### config.mk
export PLATFORM = sky130hd
export DESIGN_NAME = ryc_ram
export DESIGN_NICKNAME = d
export VERILOG_FILES = /design/src/ryc_ram.sv
export SDC_FILE = /design/constraint.sdc
export NUM_CORES = 1
export LEC_CHECK = 0
export BUFFER_PORTS_ARGS = -buffer_cell sky130_fd_sc_hd__buf_2
export CAP_MARGIN = 20
export CORE_UTILIZATION = 38
export CTS_CLUSTER_DIAMETER = 150
export DETAILED_ROUTE_END_ITERATION = 12
export HOLD_SLACK_MARGIN = 0.05
export PLACE_DENSITY = 0.55
export SYNTH_ARGS = -nofsm -noshare
export SYNTH_HDL_FRONTEND = slang
export SYNTH_SLANG_ARGS = --single-unit
export TNS_END_PERCENT = 100
### constraint.sdc
create_clock -name clk -period 2.3 [get_ports clk]
set_input_delay 0.115 -clock clk [delete_from_list [all_inputs] [get_ports clk]]
set_output_delay 0.115 -clock clk [all_outputs]
set_load 0.1 [all_outputs]
### src/ryc_ram.sv
// Generic single-clock RAM: one write port, one read port, registered read.
module ryc_ram #(
  parameter int WIDTH = 8,
  parameter int DEPTH = 16
) (
  input  logic                     clk,
  input  logic                     wr_en,
  input  logic [$clog2(DEPTH)-1:0] wr_addr,
  input  logic [WIDTH-1:0]         wr_data,
  input  logic                     rd_en,
  input  logic [$clog2(DEPTH)-1:0] rd_addr,
  output logic [WIDTH-1:0]         rd_data
);

  logic [WIDTH-1:0] mem_r [DEPTH];

  always_ff @(posedge clk) begin
    if (wr_en) begin
      mem_r[wr_addr] <= wr_data;
    end
    if (rd_en) begin
      rd_data <= mem_r[rd_addr];
    end
  end

endmodule

==> impl_metrics.env <==
export IMPL_status="complete, no violations"
export IMPL_synth_top_area_frac=0.7812
export IMPL_synthToLayoutAreaGrowth_pct=20.39
export IMPL_synthArstFlopShare=0
export IMPL_seqCellArea_sq_um=4084
export IMPL_clockBufferDepth=2
export IMPL_htreeDepth=4
export IMPL_hold_class="in2reg"
export IMPL_via_per_inst=5.201
export IMPL_synthCells=229
export IMPL_rows=42
export IMPL_vdd_drop_max_v=0.0005588
export IMPL_period_share=0.6707
export IMPL_core_area_sq_um=13350
export IMPL_vias=2455
export IMPL_ys_ff_latch=136
export IMPL_worstHoldPathCells=1
export IMPL_synth_compound_gate_area_share=0.02298
export IMPL_worstPathRequired_ns=2.45
export IMPL_multi_input_area_sq_um=1057
export IMPL_synthXorXnorAreaFrac=0
export IMPL_cts_tree="done"
export IMPL_die_y_microns=119.3
export IMPL_hold_start="rd_en"
export IMPL_arrival_ns=1.69
export IMPL_tns_ns=0
export IMPL_ant_nets=0
export IMPL_r2r_start="mem_r[5][0]$_DFFE_PP_"
export IMPL_insertion_delay_ns=0.40
export IMPL_yosys_cell_types_count=18
export IMPL_die_area_sq_um=14230
export IMPL_fmax_ghz=0.6482
export IMPL_final_core_util=0.4715
export IMPL_cts_resized_gates=0
export IMPL_worst_setup_hold_path_clk_slew_ns=0.06
export IMPL_ys_warn_count=0
export IMPL_reg2reg_slack_ns=0.76
export IMPL_grt_pass1_wl_microns=16080
export IMPL_wl_per_cell_microns=22.74
export IMPL_worstSetupEndpointType="register"
export IMPL_relSlewSlack=0.4568
export IMPL_slew_violations=0
export IMPL_reg2reg_to="rd_data[0]$_DFFE_PP_"
export IMPL_gp_congestion=0.6969
export IMPL_hold_viol_final=0
export IMPL_drtPass1Iterations=4
export IMPL_fill_cells=1123
export IMPL_worstPathMaxFanout=1
export IMPL_startpoint_type="register"
export IMPL_start_util=0.3916
export IMPL_drive_above_1_share=0.3142
export IMPL_synth_enable_flop_cells=136
export IMPL_rsz0062_at_grt="no"
export IMPL_reg2reg_depth=3
export IMPL_grt_pass1_vias=2541
export IMPL_yosys_top_cells_area="edfxtp_1 (78%), mux4_2 (7.8%), mux4_1 (7.0%), a22oi_1 (2.3%), nor2_1 (0.93%)"
export IMPL_portBuffers=26
export IMPL_yosysSeqAreaShare=0.7812
export IMPL_drt_initial_drc_count=189
export IMPL_synth_top_cell_by_area="edfxtp_1"
export IMPL_maxCapViolations=0
export IMPL_finalSetupViolations=0
export IMPL_p_leak_uw=0.002124
export IMPL_syn_avg_cell_area_sq_um=22.83
export IMPL_dp_hpwl_microns=6514
export IMPL_grt_max_degree=33
export IMPL_root_buffer="clkbuf_16"
export IMPL_cts_sinks=136
export IMPL_numCtsBuffers=17
export IMPL_hold_end="rd_data[6]$_DFFE_PP_"
export IMPL_synth_top_family_by_area="multiplexers"
export IMPL_drc=0
export IMPL_synth_flop_cell="edfxtp_1"
export IMPL_io_pins=27
export IMPL_fp_dieW_microns=119.3
export IMPL_hold_buffers=0
export IMPL_crit_type="reg2reg"
export IMPL_post_cts_setup_buffers=0
export IMPL_grt_usage=0.1654
export IMPL_overflow=0
export IMPL_muxShareOfSynthArea=0.1479
export IMPL_synthAdderAreaFrac=0
export IMPL_grt_antenna_before_repair=0
export IMPL_worst_slew_pin_transition_ns=0.8131
export IMPL_synthSimpleGateAreaFrac=0.03135
export IMPL_num_nets_final=302
export IMPL_drt_wl_total_microns=10730
export IMPL_fin_crit_ns=1.543
export IMPL_synth_nets=248
export IMPL_synth_area_sq_um=5228
export IMPL_n_antenna_cell=0
export IMPL_power_density_nw_per_um2=958.0
export IMPL_fin_skew_ns=0.004078
==> critical path, stage by stage, from the launching register on <==
cell      delay [ns]
edfxtp_1        0.34
mux4_1          0.59
a22oi_1         0.27
nand2_1         0.08
==> logic make-up after synthesis <==
kind of cell           count (synthesis)
flip-flops                           136
AND/OR/NAND/NOR                       35
multiplexers                          32
AO/OA/AOI/OAI                         16
buffers and inverters                 10
==> power by group <==
group,switching (uW),leakage [uW],internal (uW)
sequential,14.0,0.00124,2790
clock,966,0.000305,1910
combinational,236,0.000583,109
total,1220,0.00212,4810
==> how the worst max path moves through the flow <==
stage	start	endpoint	slack [ns]	depth (start not counted)
2_1_floorplan	wr_addr[2]	mem_r[0][0]$_DFFE_PP_	0.69	2
3_3_place_gp	rd_addr[0]	rd_data[0]$_DFFE_PP_	0.51	5
3_5_place_dp	rd_addr[0]	rd_data[0]$_DFFE_PP_	0.52	5
4_1_cts	mem_r[3][4]$_DFFE_PP_	rd_data[4]$_DFFE_PP_	0.77	3
5_1_grt	mem_r[5][0]$_DFFE_PP_	rd_data[0]$_DFFE_PP_	0.71	3
6_report	mem_r[5][0]$_DFFE_PP_	rd_data[0]$_DFFE_PP_	0.76	3
==> through the flow <==
stage | hold WS (ns) | area, sq um | instances | total power [uW] | worst slack (ns)
after floorplan | 0.2139 | 5228 | 229 | 3084 | 0.6921
after global placement | 0.5003 | 5659 | 440 | 3205 | 0.5125
after detailed placement | 0.4976 | 5659 | 440 | 3209 | 0.5225
after CTS | 0.06621 | 6294 | 472 | 6077 | 0.7727
after global routing | 0.07248 | 6294 | 472 | 6204 | 0.7134
final | 0.08205 | 6294 | 472 | 6029 | 0.7573
==> placed cells by master, fill, tap and decap left out <==
cell and instances:
buf_4 17, clkinv_4 2, nand2_1 9, nand2b_1 2
clkbuf_16 17, buf_12 2, nor3_1 4, a22oi_1 16
clkinv_1 2, nand3b_1 2, clkbuf_1 1, buf_2 26
or3b_2 1, bufinv_16 5, and2b_1 1, and2_1 1
nor2b_1 1, clkinv_2 3, mux4_1 14, nand3_1 1
edfxtp_1 136, mux4_2 18, nor2_1 13, clkinvlp_4 2
==> cell type report <==
cell class	count	area share
Clock inverter	14	0.03260
Tap cell	176	0.03499
Multi-Input combinational cell	83	0.1680
Sequential cell	136	0.6489
Clock buffer	18	0.06819
Timing Repair Buffer	45	0.04732
==> cell usage after synthesis (2+ instances only) <==
| library cell | n |
|---|---|
| nor3_1 | 4 |
| a22oi_1 | 16 |
| nand3b_1 | 2 |
| nor2_1 | 13 |
| nand2_1 | 9 |
| clkdlybuf4s25_2 | 3 |
| mux4_2 | 18 |
| buf_6 | 3 |
| nand2b_1 | 2 |
| edfxtp_1 | 136 |
| mux4_1 | 14 |
| buf_2 | 3 |
==> state kept, by name, indices dropped and copies added (netlist names) <==
signal and flops:
mem_r 128, rd_data 8
==> layer usage <==
metal | wire, microns | vias up | global-route usage
li1 | - | 1090 | -
met1 | 4837 | 1295 | 0.2305
met2 | 5275 | 63 | 0.2478
met3 | 478 | 7 | 0.03975
met4 | 140 | 0 | 0.07266
met5 | 0 | - | 0
(Power assumes the default switching activity.)
